==> src/sv/mck_pkg.sv <==
`timescale 1ns / 1ps

package mck_pkg;

    localparam int CHAR_W   = 8;
    localparam int DIT_W    = 16;
    localparam int UNIT_W   = 18;
    localparam int DUR_W    = 20;
    localparam int CFG_W    = 18;
    localparam int PAT_W    = 6;
    localparam int LEN_W    = 3;
    localparam int STEP_W   = 4;

    // register indexes on the configuration port
    localparam logic REG_DIT  = 1'b0;
    localparam logic REG_UNIT = 1'b1;

    localparam logic [DIT_W-1:0]  DIT_RESET  = 16'd1890;
    localparam logic [UNIT_W-1:0] UNIT_RESET = 18'd3015;

    // bits[PAT_W-1] is the first element of the character; 1 = dah, 0 = dit
    typedef struct packed {
        logic             ws;
        logic [LEN_W-1:0] len;
        logic [PAT_W-1:0] bits;
    } t_entry;

    function automatic t_entry mck_lookup(input logic [CHAR_W-1:0] raw);
        logic [CHAR_W-1:0] c;
        t_entry            e;
        c      = raw;
        e.ws   = 1'b0;
        e.len  = 3'd0;
        e.bits = 6'b000000;
        if ((c >= 8'd9 && c <= 8'd13) || c == 8'd32) begin
            e.ws = 1'b1;
        end else begin
            // fold upper case
            if (c >= 8'h41 && c <= 8'h5a) begin
                c = c + 8'd32;
            end
            unique case (c)
                8'h61: begin e.len = 3'd2; e.bits = 6'b010000; end // a
                8'h62: begin e.len = 3'd4; e.bits = 6'b100000; end // b
                8'h63: begin e.len = 3'd4; e.bits = 6'b101000; end // c
                8'h64: begin e.len = 3'd3; e.bits = 6'b100000; end // d
                8'h65: begin e.len = 3'd1; e.bits = 6'b000000; end // e
                8'h66: begin e.len = 3'd4; e.bits = 6'b001000; end // f
                8'h67: begin e.len = 3'd3; e.bits = 6'b110000; end // g
                8'h68: begin e.len = 3'd4; e.bits = 6'b000000; end // h
                8'h69: begin e.len = 3'd2; e.bits = 6'b000000; end // i
                8'h6a: begin e.len = 3'd4; e.bits = 6'b011100; end // j
                8'h6b: begin e.len = 3'd3; e.bits = 6'b101000; end // k
                8'h6c: begin e.len = 3'd4; e.bits = 6'b010000; end // l
                8'h6d: begin e.len = 3'd2; e.bits = 6'b110000; end // m
                8'h6e: begin e.len = 3'd2; e.bits = 6'b100000; end // n
                8'h6f: begin e.len = 3'd3; e.bits = 6'b111000; end // o
                8'h70: begin e.len = 3'd4; e.bits = 6'b011000; end // p
                8'h71: begin e.len = 3'd4; e.bits = 6'b110100; end // q
                8'h72: begin e.len = 3'd3; e.bits = 6'b010000; end // r
                8'h73: begin e.len = 3'd3; e.bits = 6'b000000; end // s
                8'h74: begin e.len = 3'd1; e.bits = 6'b100000; end // t
                8'h75: begin e.len = 3'd3; e.bits = 6'b001000; end // u
                8'h76: begin e.len = 3'd4; e.bits = 6'b000100; end // v
                8'h77: begin e.len = 3'd3; e.bits = 6'b011000; end // w
                8'h78: begin e.len = 3'd4; e.bits = 6'b100100; end // x
                8'h79: begin e.len = 3'd4; e.bits = 6'b101100; end // y
                8'h7a: begin e.len = 3'd4; e.bits = 6'b110000; end // z
                8'h30: begin e.len = 3'd5; e.bits = 6'b111110; end // 0
                8'h31: begin e.len = 3'd5; e.bits = 6'b011110; end // 1
                8'h32: begin e.len = 3'd5; e.bits = 6'b001110; end // 2
                8'h33: begin e.len = 3'd5; e.bits = 6'b000110; end // 3
                8'h34: begin e.len = 3'd5; e.bits = 6'b000010; end // 4
                8'h35: begin e.len = 3'd5; e.bits = 6'b000000; end // 5
                8'h36: begin e.len = 3'd5; e.bits = 6'b100000; end // 6
                8'h37: begin e.len = 3'd5; e.bits = 6'b110000; end // 7
                8'h38: begin e.len = 3'd5; e.bits = 6'b111000; end // 8
                8'h39: begin e.len = 3'd5; e.bits = 6'b111100; end // 9
                8'h2b: begin e.len = 3'd5; e.bits = 6'b010100; end // plus
                8'h3d: begin e.len = 3'd5; e.bits = 6'b100010; end // equals
                8'h2d: begin e.len = 3'd6; e.bits = 6'b100001; end // hyphen
                8'h27: begin e.len = 3'd6; e.bits = 6'b011110; end // apostrophe
                8'h22: begin e.len = 3'd6; e.bits = 6'b010010; end // quote
                8'h26: begin e.len = 3'd5; e.bits = 6'b010000; end // ampersand
                8'h40: begin e.len = 3'd6; e.bits = 6'b011010; end // at
                8'h2e: begin e.len = 3'd6; e.bits = 6'b010101; end // full stop
                8'h2c: begin e.len = 3'd6; e.bits = 6'b110011; end // comma
                8'h3f: begin e.len = 3'd6; e.bits = 6'b001100; end // question
                8'h2f: begin e.len = 3'd5; e.bits = 6'b100100; end // slash
                8'h3a: begin e.len = 3'd6; e.bits = 6'b111000; end // colon
                8'h28: begin e.len = 3'd5; e.bits = 6'b101100; end // open paren
                8'h29: begin e.len = 3'd6; e.bits = 6'b101101; end // close paren
                8'h21: begin e.len = 3'd6; e.bits = 6'b101011; end // exclamation
                8'h81: begin e.len = 3'd4; e.bits = 6'b001100; end
                8'h92: begin e.len = 3'd4; e.bits = 6'b111000; end
                8'h84: begin e.len = 3'd4; e.bits = 6'b010100; end
                8'h82: begin e.len = 3'd5; e.bits = 6'b001000; end
                8'h8a: begin e.len = 3'd5; e.bits = 6'b010010; end
                8'h85: begin e.len = 3'd5; e.bits = 6'b011010; end
                8'h87: begin e.len = 3'd5; e.bits = 6'b101000; end
                default: begin e.len = 3'd0; e.bits = 6'b000000; end
            endcase
        end
        return e;
    endfunction

endpackage

==> src/sv/mck_front.sv <==
`timescale 1ns / 1ps

module mck_front (
    input  logic                       i_clk,
    input  logic                       i_rst_n,
    input  logic                       start,
    output logic                       busy,
    input  logic [mck_pkg::CHAR_W-1:0] i_char_code,
    input  logic                       i_q_full,
    output logic                       o_push,
    output mck_pkg::t_entry            o_entry
);
    import mck_pkg::*;

    logic   r_valid;
    t_entry r_entry;
    logic   accept;

    assign busy    = r_valid && i_q_full;
    assign accept  = start && !busy;
    assign o_push  = r_valid && !i_q_full;
    assign o_entry = r_entry;

    always_ff @(posedge i_clk) begin
        if (!i_rst_n) begin
            r_valid <= 1'b0;
        end else if (accept) begin
            r_valid <= 1'b1;
        end else if (o_push) begin
            r_valid <= 1'b0;
        end
    end

    // classify and look up the byte on acceptance
    always_ff @(posedge i_clk) begin
        if (accept) begin
            r_entry <= mck_lookup(i_char_code);
        end
    end

endmodule

==> src/sv/mck_queue.sv <==
`timescale 1ns / 1ps

module mck_queue (
    input  logic            i_clk,
    input  logic            i_rst_n,
    input  logic            i_push,
    input  mck_pkg::t_entry i_data,
    input  logic            i_pop,
    output mck_pkg::t_entry o_data,
    output logic            o_full,
    output logic            o_empty
);
    import mck_pkg::*;

    t_entry     r_mem [2];
    logic       r_wr_ptr;
    logic       r_rd_ptr;
    logic [1:0] r_count;

    assign o_full  = (r_count == 2'd2);
    assign o_empty = (r_count == 2'd0);
    assign o_data  = r_mem[r_rd_ptr];

    always_ff @(posedge i_clk) begin
        if (!i_rst_n) begin
            r_wr_ptr <= 1'b0;
            r_rd_ptr <= 1'b0;
            r_count  <= 2'd0;
        end else begin
            if (i_push) begin
                r_wr_ptr <= ~r_wr_ptr;
            end
            if (i_pop) begin
                r_rd_ptr <= ~r_rd_ptr;
            end
            priority if (i_push && !i_pop) begin
                r_count <= r_count + 2'd1;
            end else if (i_pop && !i_push) begin
                r_count <= r_count - 2'd1;
            end
        end
    end

    always_ff @(posedge i_clk) begin
        if (i_push) begin
            r_mem[r_wr_ptr] <= i_data;
        end
    end

`ifndef SYNTHESIS
    a_no_overflow: assert property (@(posedge i_clk) disable iff (!i_rst_n)
        !(i_push && o_full && !i_pop))
        else $error("push into full queue");
    a_no_underflow: assert property (@(posedge i_clk) disable iff (!i_rst_n)
        !(i_pop && o_empty))
        else $error("pop from empty queue");
    a_count_range: assert property (@(posedge i_clk) disable iff (!i_rst_n)
        r_count != 2'd3)
        else $error("queue count out of range");
`endif

endmodule

==> src/sv/mck_back.sv <==
`timescale 1ns / 1ps

module mck_back (
    input  logic                       i_clk,
    input  logic                       i_rst_n,
    input  logic [mck_pkg::DIT_W-1:0]  i_dit,
    input  logic [mck_pkg::UNIT_W-1:0] i_unit,
    input  mck_pkg::t_entry            i_q_data,
    input  logic                       i_q_empty,
    output logic                       o_pop,
    output logic                       o_strobe,
    output logic                       o_tone_on,
    output logic [mck_pkg::DUR_W-1:0]  o_duration,
    output logic                       o_last
);
    import mck_pkg::*;

    logic              r_active;
    t_entry            r_cur;
    logic [STEP_W-1:0] r_step;
    logic              r_strobe;
    logic              r_tone;
    logic [DUR_W-1:0]  r_dur;
    logic              r_last;

    logic              final_el;
    logic [PAT_W-1:0]  pat_shift;
    logic [DUR_W-1:0]  dit_1;
    logic [DUR_W-1:0]  dit_3;
    logic [DUR_W-1:0]  char_gap;
    logic [DUR_W-1:0]  word_gap;
    logic              n_tone;
    logic [DUR_W-1:0]  n_dur;
    logic              n_last;

    assign dit_1    = {4'b0000, i_dit};
    assign dit_3    = {4'b0000, i_dit} + {3'b000, i_dit, 1'b0};
    assign char_gap = {1'b0, i_unit, 1'b0};
    assign word_gap = {i_unit, 2'b00};

    // the character or word gap follows 2*len tone and gap steps
    assign final_el  = r_active && (r_step == {r_cur.len, 1'b0});
    assign o_pop     = (!r_active || final_el) && !i_q_empty;
    assign pat_shift = r_cur.bits << r_step[STEP_W-1:1];

    always_comb begin
        n_tone = 1'b0;
        n_dur  = dit_1;
        n_last = 1'b0;
        if (r_step == {r_cur.len, 1'b0}) begin
            n_dur  = r_cur.ws ? word_gap : char_gap;
            n_last = 1'b1;
        end else if (!r_step[0]) begin
            n_tone = 1'b1;
            n_dur  = pat_shift[PAT_W-1] ? dit_3 : dit_1;
        end
    end

    always_ff @(posedge i_clk) begin
        if (!i_rst_n) begin
            r_active <= 1'b0;
            r_strobe <= 1'b0;
        end else begin
            r_strobe <= r_active;
            if (o_pop) begin
                r_active <= 1'b1;
            end else if (final_el) begin
                r_active <= 1'b0;
            end
        end
    end

    always_ff @(posedge i_clk) begin
        if (o_pop) begin
            r_cur  <= i_q_data;
            r_step <= '0;
        end else begin
            r_step <= r_step + STEP_W'(1);
        end
        r_tone <= n_tone;
        r_dur  <= n_dur;
        r_last <= n_last;
    end

    assign o_strobe   = r_strobe;
    assign o_tone_on  = r_tone;
    assign o_duration = r_dur;
    assign o_last     = r_last;

`ifndef SYNTHESIS
    a_step_bound: assert property (@(posedge i_clk) disable iff (!i_rst_n)
        r_active |-> (r_step <= {r_cur.len, 1'b0}))
        else $error("element step past character end");
    a_pop_starts: assert property (@(posedge i_clk) disable iff (!i_rst_n)
        o_pop |=> (r_active && r_step == '0))
        else $error("popped item did not start at first element");
    a_ws_no_pattern: assert property (@(posedge i_clk) disable iff (!i_rst_n)
        (r_active && r_cur.ws) |-> (r_cur.len == '0))
        else $error("whitespace item carries a pattern");
`endif

endmodule

==> src/sv/morse_character_keyer.sv <==
`timescale 1ns / 1ps
// An item passes the front-end register, the queue, the sequencer state and the output
// registers. An n-element pattern (0 to 6) is keyed as tone and gap steps, then a
// character or word gap; a two-entry queue takes new items while one is keyed, so items
// follow with no gap. Results carry o_strobe for one cycle; the receiver cannot stall.
// Reset (synchronous, active low) empties the queue and sequencer and loads the
// register defaults: dit 1890 samples, space unit 3015 samples.

module morse_character_keyer (
    input  logic                       i_clk,
    input  logic                       i_rst_n,
    input  logic                       start,
    output logic                       busy,
    input  logic [mck_pkg::CHAR_W-1:0] i_char_code,
    input  logic                       i_cfg_we,
    input  logic                       i_cfg_index,
    input  logic [mck_pkg::CFG_W-1:0]  i_cfg_data,
    output logic                       o_strobe,
    output logic                       o_tone_on,
    output logic [mck_pkg::DUR_W-1:0]  o_duration,
    output logic                       o_last
);
    import mck_pkg::*;

    logic [DIT_W-1:0]  r_dit;
    logic [UNIT_W-1:0] r_unit;
    logic              push;
    logic              pop;
    logic              q_full;
    logic              q_empty;
    t_entry            front_entry;
    t_entry            q_data;

    always_ff @(posedge i_clk) begin
        if (!i_rst_n) begin
            r_dit  <= DIT_RESET;
            r_unit <= UNIT_RESET;
        end else if (i_cfg_we) begin
            if (i_cfg_index == REG_DIT) begin
                r_dit <= i_cfg_data[DIT_W-1:0];
            end else begin
                r_unit <= i_cfg_data[UNIT_W-1:0];
            end
        end
    end

    mck_front u_front (
        .i_clk       (i_clk),
        .i_rst_n     (i_rst_n),
        .start       (start),
        .busy        (busy),
        .i_char_code (i_char_code),
        .i_q_full    (q_full),
        .o_push      (push),
        .o_entry     (front_entry)
    );

    mck_queue u_queue (
        .i_clk   (i_clk),
        .i_rst_n (i_rst_n),
        .i_push  (push),
        .i_data  (front_entry),
        .i_pop   (pop),
        .o_data  (q_data),
        .o_full  (q_full),
        .o_empty (q_empty)
    );

    mck_back u_back (
        .i_clk      (i_clk),
        .i_rst_n    (i_rst_n),
        .i_dit      (r_dit),
        .i_unit     (r_unit),
        .i_q_data   (q_data),
        .i_q_empty  (q_empty),
        .o_pop      (pop),
        .o_strobe   (o_strobe),
        .o_tone_on  (o_tone_on),
        .o_duration (o_duration),
        .o_last     (o_last)
    );

endmodule
==> config.mk <==
export PLATFORM = sky130hd
export DESIGN_NAME = morse_character_keyer
export DESIGN_NICKNAME = d
export VERILOG_FILES = /design/src/sv/mck_pkg.sv /design/src/sv/mck_front.sv /design/src/sv/mck_queue.sv /design/src/sv/mck_back.sv /design/src/sv/morse_character_keyer.sv
export SDC_FILE = /design/constraint.sdc
export NUM_CORES = 1
export LEC_CHECK = 0
export BUFFER_PORTS_ARGS = -buffer_cell sky130_fd_sc_hd__buf_2
export CORE_MARGIN = 2
export CORE_UTILIZATION = 54
export DETAILED_ROUTE_END_ITERATION = 10
export PLACE_DENSITY_LB_ADDON = 0.15
export SYNTH_ARGS = -nofsm -noshare
export SYNTH_HDL_FRONTEND = slang
export SYNTH_HIERARCHICAL = 1
export SYNTH_SLANG_ARGS = --single-unit
export TNS_END_PERCENT = 30
==> constraint.sdc <==
create_clock -name i_clk -period 3.9 [get_ports i_clk]
set_clock_uncertainty 0.1 [all_clocks]
set_input_delay 0.78 -clock i_clk [delete_from_list [all_inputs] [get_ports i_clk]]
set_output_delay 0.78 -clock i_clk [all_outputs]
set_load 0.05 [all_outputs]
== Word level (Yosys, flattened, before mapping) ==
Memories as Yosys holds them, arrays and structs flattened. A register that Yosys moved wholly into a read port is not among the register bits.
Index checks and enable logic that the tools add are counted.

* Muxes and demuxes: 18
* Equality and inequality tests: 3
* Magnitude comparators: 4
* Bitwise gates (word level): 3
* Shift-type cells: 1
* $add $sub $neg: 5
* Reductions and logical operators: 23

{| class="wikitable"
|+ Operators with widths
! cell !! number
|-
| 20-bit 2-to-1 mux || 4
|-
| 8-bit 2-to-1 mux || 3
|-
| 16-bit by 17-bit adder with 18-bit output || 1
|-
| 1-bit logical AND || 9
|-
| 1-bit 2-to-1 mux || 9
|-
| 8-bit by 6-bit adder with 8-bit output (second input constant) || 1
|-
| 8-bit by 6-bit == test with 1-bit output (second input constant) || 1
|-
| 8-bit by 4-bit greater-or-equal comparator with 1-bit output (second input constant) || 1
|-
| 8-bit by 7-bit greater-or-equal comparator with 1-bit output (second input constant) || 1
|-
| 8-bit by 4-bit less-or-equal comparator with 1-bit output (second input constant) || 1
|-
| 8-bit by 7-bit less-or-equal comparator with 1-bit output (second input constant) || 1
|-
| 1-bit zero test || 6
|-
| 2-bit nonzero test || 3
|-
| 6-bit by 3-bit << shifter with 6-bit output || 1
|-
| 4-bit by 1-bit adder with 4-bit output (second input constant) || 1
|-
| 4-bit == test || 1
|-
| 2-bit 2-to-1 mux || 2
|-
| 2-bit AND reduction || 2
|-
| 1-bit NOT || 3
|-
| 2-bit by 1-bit adder with 2-bit output (second input constant) || 1
|-
| 2-bit == test (second input constant) || 1
|-
| 2-bit zero test || 1
|-
| 1-bit logical OR || 2
|-
| 2-bit by 1-bit subtractor with 2-bit output (second input constant) || 1
|}

* RAM bits: 20
* Memories: 2
* Input port bits: 31
* Word-level logic and storage cells: 72
* Output and inout port bits: 24
* Flip-flop bits (word level): 68
* ROM bits: 2304

{| class="wikitable"
|+ Memory list
! name !! words !! bits a word !! read ports !! clocked after Yosys merged registers in !! wr ports !! RTL line !! source
|-
| (name not given) || 256 || 9 || 1 || 1 || 0 || mck_pkg.sv:42 || <nowiki>unique case (c)</nowiki>
|-
| u_queue.r_mem || 2 || 10 || 1 || 1 || 1 || mck_queue.sv:15 || <nowiki>t_entry r_mem [2];</nowiki>
|}

== Depth between registers and ports, before layout ==
Gate-level depths: netlist of run 1.

* Depth in word-level cells: 7
* Gate-level depth with buffers: 11
* Gate-level depth less buffers: 9

== Modules after synthesis ==
The synthesis of run 1 kept the hierarchy.

{| class="wikitable"
|+ Modules (own cells, without submodules)
! module !! instances !! area an instance (sq um) !! seq. area each (sq um) !! cells each
|-
| mck_back || 1 || 2279.7 || 860.8 || 236
|-
| mck_front || 1 || 1661.6 || 320.3 || 226
|-
| morse_character_keyer || 1 || 1392.6 || 680.7 || 146
|-
| mck_queue || 1 || 937.1 || 700.7 || 53
|}

== Worst setup path before layout of run 1 ==
Ideal clock, no wire load.

* Kind: input to register
* From: input port i_char_code[1] in the netlist's numbering
* To: register u_front/o_entry[3] (netlist name)
* Data required time: 3650 ps
* Setup slack: 643 ps
* Library setup time: 150 ps
* Stages on the path: 9
* Arrival: 3007 ps
* Path buffers: 1
* Cell sequence: clkbuf_1 -> inv_1 -> ha_1 -> or4_4 -> nand3b_4 -> nand4_1 -> or3b_4 -> or3b_1 -> o211ai_2

* Longest elaborated chain between the ends: 5
* Elaborated cells between the ends (all ways): 12
* Classes of those cells: add/sub (1); order compare (4); eq/ne (1); mux (3); reduce/logical (3)

{| class="wikitable"
|+ Ends and longest elaborated chain
! item !! RTL line !! source
|-
| start: declaration || morse_character_keyer.sv:14 || <nowiki>input logic [mck_pkg::CHAR_W-1:0] i_char_code,</nowiki>
|-
| 8-bit by 7-bit greater-or-equal comparator with 1-bit output or 8-bit by 7-bit less-or-equal comparator with 1-bit output (tied branches) || mck_pkg.sv:39 || <nowiki>if (c >= 8'h41 && c <= 8'h5a) begin</nowiki>
|-
| 1-bit logical AND || mck_pkg.sv:39 ||
|-
| 8-bit 2-to-1 mux || mck_pkg.sv:39 ||
|-
| 8-bit 2-to-1 mux || mck_pkg.sv:35 || <nowiki>if ((c >= 8'd9 && c <= 8'd13) || c == 8'd32) begin</nowiki>
|-
| 8-bit 2-to-1 mux || mck_front.sv:36 || <nowiki>if (accept) begin</nowiki>
|}

Parallel ways exist; a longest one is shown, timed or not. The select of a mux whose other input is x is not followed.
A chain may end at the register's enable or synchronous reset.

== Worst setup path after layout of run 1 ==
* From: input port i_char_code[1] in the netlist's numbering
* To: register u_front/o_entry[3] (netlist name)

* Longest elaborated chain between the ends: 5
* Elaborated cells between the ends (all ways): 12
* Classes of those cells: add/sub (1); order compare (4); eq/ne (1); mux (3); reduce/logical (3)

{| class="wikitable"
|+ Ends and longest elaborated chain
! item !! RTL line
|-
| 8-bit by 7-bit greater-or-equal comparator with 1-bit output or 8-bit by 7-bit less-or-equal comparator with 1-bit output (tied branches) || mck_pkg.sv:39
|-
| 1-bit logical AND || mck_pkg.sv:39
|-
| 8-bit 2-to-1 mux || mck_pkg.sv:39
|-
| 8-bit 2-to-1 mux || mck_pkg.sv:35
|-
| 8-bit 2-to-1 mux || mck_front.sv:36
|}

Parallel ways exist; a longest one is shown, timed or not. The select of a mux whose other input is x is not followed.

==> impl_metrics.toml, run 1 <==
[synth]
synth_area_leaders = "dfxtp_1 22%, edfxtp_1 19%, mux2i_1 6.2%"
yosys_register_bits = 108
postSynthAreaPerCell_um2 = 9.49
yosysTopAreaCellShare = 0.217
synth_edf_count = 40
synth_nets = 723
ys.flop_type = "dfxtp_1"
syn-instance-count = 661
yosysTopAreaCell = "dfxtp_1"
ys_types = 74
synth_seq_area_share = 0.409
async_flop_share = 0
ys_warn_count = 6
synth.cell_area_mm2 = 0.00627

[setup_path]
path_class = "input port to flip-flop"
r2r_slack_ns = 1.19
cp-endpoint = "u_front/o_entry[3]"
critPathLaunch = "i_char_code[1]"
timing.rr.start = "u_back/r_step[1]"
required_ns = 3.99
crit_fanout = 15
rr_worst_depth = 7
critPathCaptureType = "flip-flop"
arrival_ns = 3.31
cp-start-kind = "input port"
r2r-end = "u_back/o_duration[15]"

[cells_and_area]
antenna_cells = 0
multiInputGateArea_mm2 = 0.00337
drive_gt1_frac = 0.162
layout_common_cells = "70 x nand2_1, 68 x dfxtp_1, 54 x buf_2"
regArea_mm2 = 0.00256
layout_commonest_cell = "nand2_1"
syn2layout_area_growth_pct = 9.26
final_nets = 754
n_fill_cell = 1017

[clock_network]
cts_setup_buffers = 0
clkTransAtPathRegs_ns = 0.08
cts_resized = 0
clockRootBuffer = "clkbuf_16"
cts_buffers = 9
clkSinkCount = 108
clock_latency_ns = 0.34
cts_buffer_depth = 2
cts_hold_buf = 0
cts_tree = "built"
h-tree-depth = 3

[grt]
grt_antenna_before_repair = 0
grt_pass1_wl_mm = 22.7
grt_pass1_vias = 4575
grt-ovfl-total = 0
grt_max_degree = 57
grt_use_total = 0.221

[placed_design]
preCtsSetupSlack_ns = 0.379
gp_congestion = 0.927
io_buffers = 54
hpwl_mm = 9.77

[sta]
fin_crit_sh = 0.824
max_slew_margin = 0.283
setup_slack_ns = 0.685
max_freq_mhz = 311
rsz0062_at_grt = "no"
setup_tns_ns = 0
setup_viol_count_final = 0
hold_viol = 0
max_slew.worst_pin.slew_ns = 1.08
fin_crit_ns = 3.21
slew_viol_final = 0

[detailed_routing]
drt_first_pass_iters = 5
vias = 4992
post_drt_wl_per_cell_um = 16.4
routed_wl_mm = 13.8
drt-initial-drc-count = 301
remaining_drc_errors = 0
final_antenna_net_count = 0
vias_per_cell = 5.94

[floorplan]
die_h_um = 112
core_mm2 = 0.0114
die_w_um = 112
initial_core_util = 0.552
die_area_mm2 = 0.0125
num_io_pins = 55
fp-row-count = 39

[power]
power_leakage_uw = 0.00287
ir_worst_vdd_mv = 0.461
powerDensity_mw_per_mm2 = 559

[hold_path]
min_from = "u_front/o_entry[9]"
hp-class = "flip-flop to flip-flop"

[status]
outcome = "finished clean"

[job]
drv_cap = 0
==> worst max-delay path, stage by stage <==
cell and delay [ns]:
buf_2 0.26, inv_1 0.14, ha_1 0.30, or4_4 0.55, nor3b_2 0.28, o41ai_2 0.10, buf_4 0.19, a21oi_1 0.25
or3b_1 0.39, o211ai_2 0.06
==> cells in the mapped netlist (14+ instances only) <==
cell type  instances
buf_2             19
a21oi_1           36
nand2_1           70
o21ai_0           27
nor2b_1           14
inv_1             26
nor2_1            51
ha_1              30
o211ai_1          15
nand3_1           21
dfxtp_1           68
mux2i_1           39
edfxtp_1          40
==> registers in the layout, indices dropped and copies added, names as in the netlist, 2 cells and up, named ones only <==
name / cells
u_back/o_duration: 20
u_queue/r_mem: 20
r_unit: 18
r_dit: 16
u_back/r_cur: 10
u_front/o_entry: 10
u_back/r_step: 4
u_queue/r_count: 2
==> final cells by class <==
cell class,instances,area share
sequential,108,0.374
multi-input combinational,483,0.492
clock inverter,7,0.0117
inverter,28,0.0153
clock buffer,9,0.0329
tap,143,0.0261
timing repair buffer,62,0.0482
==> report_power, final <==
| group | switching, uW | internal, uW |
|---|---|---|
| clock | 445 | 456 |
| combinational | 880 | 495 |
| sequential | 146 | 1410 |
==> metal layers <==
metal	track usage	up-vias	routed length, um
li1	-	2463	-
met1	0.303	2356	6400
met2	0.353	155	6480
met3	0.0490	18	735
met4	0.0617	0	188
met5	0	-	0
==> through the flow <==
stage,hold WS (ns),total power [uW],instance area [um2],instances,utilization
6_report,0.337,3830,6850,840,0.603
5_1_grt,0.359,4040,6850,840,0.603
4_1_cts,0.334,3860,6850,840,0.603
3_5_place_dp,0.329,2950,6550,824,0.576
3_3_place_gp,0.325,2920,6550,824,0.576
2_1_floorplan,0.321,2630,6270,661,-
==> worst min path at each step <==
| stage | slack, ns | cells past startpoint | end |
|---|---|---|---|
| after floorplan | 0.32 | 0 | u_queue/r_mem[0][0] |
| after global placement | 0.32 | 0 | u_queue/r_mem[0][0] |
| after detailed placement | 0.33 | 0 | u_queue/r_mem[0][9] |
| after CTS | 0.33 | 0 | u_queue/r_mem[0][9] |
| after global routing | 0.36 | 0 | u_queue/r_mem[0][9] |
| final | 0.34 | 0 | u_queue/r_mem[0][9] |
==> kinds of logic after synthesis <==
kind of cell	after synthesis	synth area share
AND/OR/NAND/NOR	216	0.169
AO/OA/AOI/OAI	163	0.188
flip-flops	108	0.409
buffers and inverters	70	0.0541
multiplexers	53	0.0892
adder cells (fa/ha/maj)	31	0.0630
XOR/XNOR	20	0.0279
No activity file was read; power rests on OpenSTA's default activity.
==> run 2: changes to the inputs <==
Clock period 3.9 ns to 2.7 ns, I/O delays scaled along.
==> impl_metrics.toml, run 2 (synthesis results as in run 1) <==
[status]
outcome = "finished clean"

[clock_network]
cts_hold_buf = 0
cts_setup_buffers = 0
cts_buffers = 9
cts_resized = 0
clkSinkCount = 108
cts_tree = "built"
clock_latency_ns = 0.35
clkTransAtPathRegs_ns = 0.07
cts_buffer_depth = 2
clockRootBuffer = "clkbuf_16"
h-tree-depth = 3

[setup_path]
critical-path-top-delay-family = "compound AO/OA/AOI/OAI gates"
crit_chain = "ha_1, fa_1, a21o_1, a221oi_2, o31a_1, o21ai_0, a311o_1"
required_ns = 2.83
timing.rr.start = "r_dit[0]"
critPathCaptureType = "flip-flop"
cp_num_buf_inv = 0
crit_path_top_delay_cell = "fa_1"
max_stage_delay_ns = 0.41
cp-start-kind = "flip-flop"
crit_fanout = 3
path_class = "flip-flop to flip-flop"
critPathLaunch = "r_dit[0]"
arrival_ns = 2.65

[detailed_routing]
final_antenna_net_count = 0
drt-initial-drc-count = 468
remaining_drc_errors = 0
vias = 5095
drt_first_pass_iters = 5
routed_wl_mm = 14.6
post_drt_wl_per_cell_um = 16.8
vias_per_cell = 5.87

[placed_design]
gp_congestion = 0.859
hpwl_mm = 10.4
dp_cells = 852
io_buffers = 54

[cells_and_area]
antenna_cells = 0
instances_no_fill = 868
layout_commonest_cell = "nand2_1"
final_nets = 782
finish.utilization = 0.626
drive_gt1_frac = 0.200
syn2layout_area_growth_pct = 13.5
layout_common_cells = "70 x nand2_1, 68 x dfxtp_1, 54 x buf_2"

[floorplan]
initial_core_util = 0.552
die_area_mm2 = 0.0125
num_io_pins = 55
fp-row-count = 39
die_h_um = 112
die_w_um = 112
core_mm2 = 0.0114

[sta]
rsz0062_at_grt = "no"
max_freq_mhz = 398
max_slew_margin = 0.433
fin_crit_sh = 0.932
hold_viol = 0
setup_viol_count_final = 0
holdWs_ns = 0.320
fin_crit_ns = 2.52
slew_viol_final = 0
max_slew.worst_pin.slew_ns = 0.850

[grt]
grt_use_total = 0.240
grt_max_degree = 48
grt_pass1_wl_mm = 24.3
grt_pass1_vias = 4935
grt-ovfl-total = 0
grt_antenna_before_repair = 0

[power]
power_leakage_uw = 0.00303
powerDensity_mw_per_mm2 = 803
ir_worst_vdd_mv = 0.640

[hold_path]
min_from = "i_cfg_data[17]"
hp-class = "input port to flip-flop"

[job]
drv_cap = 0
[run 2: cell type report]
type                            instances  area [um2]
Timing Repair Buffer                   90         541
Clock inverter                          5        85.1
Multi-Input combinational cell        483        3410
Clock buffer                           11         233
Sequential cell                       108        2560
Fill cell                             950        4250
Inverter                               28         105
Tap cell                              143         179
[run 2: metal layers]
| layer | global-route usage | vias up | part of all wire |
|---|---|---|---|
| li1 | - | 2519 | - |
| met1 | 0.318 | 2406 | 0.46 |
| met2 | 0.395 | 149 | 0.48 |
| met3 | 0.0501 | 21 | 0.050 |
| met4 | 0.0807 | 0 | 0.017 |
| met5 | 0 | - | 0 |
[run 2: worst min-delay path, cell delays in order]
cell and delay (ns):
buf_2 0.07, nand4_1 0.05, o21ai_0 0.07
[run 2: power breakdown]
group / leakage (uW) / internal, uW / switching [uW]
registers: 0.000943 / 2040 / 202
clock network: 0.000156 / 822 / 594
logic: 0.00193 / 756 / 1300
total: 0.00303 / 3620 / 2100
[run 2: per-stage QoR]
step	instance area, um2	worst slack [ns]	TNS [ns]	total power (uW)
finish	7120	0.184	0	5720
global route	7120	0.0774	0	6030
CTS	7110	0.196	0	5750
detailed placement	6790	-0.150	-0.702	4320
global placement	6790	-0.0324	-0.0474	4270
floorplan	6310	-0.0866	-0.125	3810
[run 2: path summary, 6_finish.rpt]
path,end,slack [ns],cells after the start
setup / recovery,u_back/o_duration[15],0.18,7
hold / removal,r_unit[17],0.32,3
setup reg to reg,u_back/o_duration[15],0.18,7
hold reg to reg,u_queue/r_mem[1][1],0.34,0
==> run 3: changes to the inputs <==
--- a/config.mk
+++ b/config.mk
@@ -8,2 +8,3 @@
 export BUFFER_PORTS_ARGS = -buffer_cell sky130_fd_sc_hd__buf_2
+export CORE_ASPECT_RATIO = 2
 export CORE_MARGIN = 2
--- a/constraint.sdc
+++ b/constraint.sdc
@@ -4,2 +4,2 @@
 set_output_delay 0.54 -clock i_clk [all_outputs]
-set_load 0.05 [all_outputs]
+set_load 0.01 [all_outputs]
==> impl_metrics.toml, run 3 (synthesis results as in run 1) <==
[floorplan]
num_io_pins = 55
fp-row-count = 55
die_w_um = 80.2
die_h_um = 156
core_mm2 = 0.0114
initial_core_util = 0.552
die_area_mm2 = 0.0125

[setup_path]
max_stage_delay_ns = 0.54
critPathCaptureType = "flip-flop"
crit_chain = "ha_1, a21o_1, a31o_2, o21a_1, o32ai_1, xor2_1, o31ai_1"
path_class = "flip-flop to flip-flop"
arrival_ns = 2.66
required_ns = 2.87
cp-start-kind = "flip-flop"
crit_path_top_delay_cell = "o32ai_1"
critical-path-top-delay-family = "compound AO/OA/AOI/OAI gates"
crit_fanout = 5
cp_num_buf_inv = 0
cp.depth = 7
rr_worst_depth = 7

[clock_network]
cts_setup_buffers = 0
clock_latency_ns = 0.35
clkTransAtPathRegs_ns = 0.08
cts_resized = 0
h-tree-depth = 3
clkSinkCount = 108
cts_hold_buf = 0
cts_tree = "built"
cts_buffer_depth = 2
clockRootBuffer = "clkbuf_16"
cts_buffers = 9

[detailed_routing]
drt-initial-drc-count = 223
remaining_drc_errors = 0
routed_wl_mm = 17.3
vias_per_cell = 5.97
drt_first_pass_iters = 5
final_antenna_net_count = 0
vias = 5202
post_drt_wl_per_cell_um = 19.8

[sta]
fin_crit_sh = 0.925
hold_viol = 0
holdWs_ns = 0.313
setup_slack_ns = 0.201
rsz0062_at_grt = "no"
fin_crit_ns = 2.50
slew_viol_final = 0
max_slew.worst_pin.slew_ns = 0.770
setup_viol_count_final = 0
max_freq_mhz = 400
max_slew_margin = 0.483

[hold_path]
hp-class = "input port to flip-flop"
whs_path_depth = 2

[cells_and_area]
syn2layout_area_growth_pct = 13.8
layout_common_cells = "70 x nand2_1, 68 x dfxtp_1, 54 x buf_2"
antenna_cells = 0
drive_gt1_frac = 0.205
finish.utilization = 0.629
instances_no_fill = 872
final_nets = 787
final_cell_area_mm2 = 0.00714
layout_commonest_cell = "nand2_1"

[placed_design]
placed_cell_area_mm2 = 0.00683
gp_congestion = 0.978
io_buffers = 54
preCtsSetupSlack_ns = -0.128
hpwl_mm = 13.4
dp_cells = 856

[power]
seqPwrFrac = 0.420
clockPowerShare = 0.246
power_leakage_uw = 0.00304
ir_worst_vdd_mv = 0.501
intPower_uw = 3460
switching_share = 0.350
powerDensity_mw_per_mm2 = 746
p_comb_frac = 0.334
p_sw_uw = 1860

[grt]
grt_antenna_before_repair = 0
grt_max_degree = 57
grt_pass1_wl_mm = 27.2
grt_use_total = 0.290
grt_pass1_vias = 5368
grt-ovfl-total = 0

[job]
drv_cap = 0

[status]
outcome = "finished clean"
[run 3: cell count changes in the layout (fill, tap and decap cells not counted), sizes merged]
cell      change
buf           +5
clkinv        +3
bufinv        -2
clkbuf        -2
clkinvlp      +1
[run 3: area by class of cell]
type                    count  area, um2
well taps                 142        178
inverters                  28        105
clock buffers               9        225
repair buffers             95        578
clock inverters             7       85.1
flip-flops and latches    108       2560
fillers                   976       4220
multi-input cells         483       3400
[run 3: routing by layer]
layer,global-route usage,part of all wire,vias to the layer above
li1,-,-,2522
met1,0.249,0.32,2488
met2,0.570,0.58,136
met3,0.0461,0.027,56
met4,0.203,0.070,0
met5,0,0,-
[run 3: power by group through the flow]
| stage | registers [uW] | clock network [uW] | logic, uW |
|---|---|---|---|
| 2_1_floorplan | 2250 | 0 | 1220 |
| 3_3_place_gp | 2260 | 0 | 1730 |
| 3_5_place_dp | 2280 | 0 | 1770 |
| 4_1_cts | 2240 | 1350 | 1780 |
| 5_1_grt | 2270 | 1390 | 1940 |
| 6_report | 2240 | 1310 | 1780 |
[run 3: final timing paths]
| kind | from | endpoint | slack, ns |
|---|---|---|---|
| worst max-delay path | r_dit[4] | u_back/o_duration[16] | 0.20 |
| worst min-delay path | start | u_front/r_valid | 0.31 |
| worst max register to register | r_dit[4] | u_back/o_duration[16] | 0.20 |
| worst min register to register | u_front/o_entry[6] | u_queue/r_mem[0][6] | 0.35 |
[run 3: stage by stage]
| stage | TNS [ns] | total power (uW) |
|---|---|---|
| 3_3_place_gp | -0.234 | 3980 |
| 6_report | 0 | 5330 |
| 4_1_cts | 0 | 5370 |
| 5_1_grt | 0 | 5610 |
| 3_5_place_dp | -0.560 | 4050 |
| 2_1_floorplan | -0.125 | 3470 |
[run 3: worst reg2reg max path: cells and delay by family, from the launching register on]
family / cells / cell delay, ns
fa+ha+maj: 1 / 0.38
compound gates: 5 / 1.48
xor+xnor: 1 / 0.13
flops: 1 / 0.34
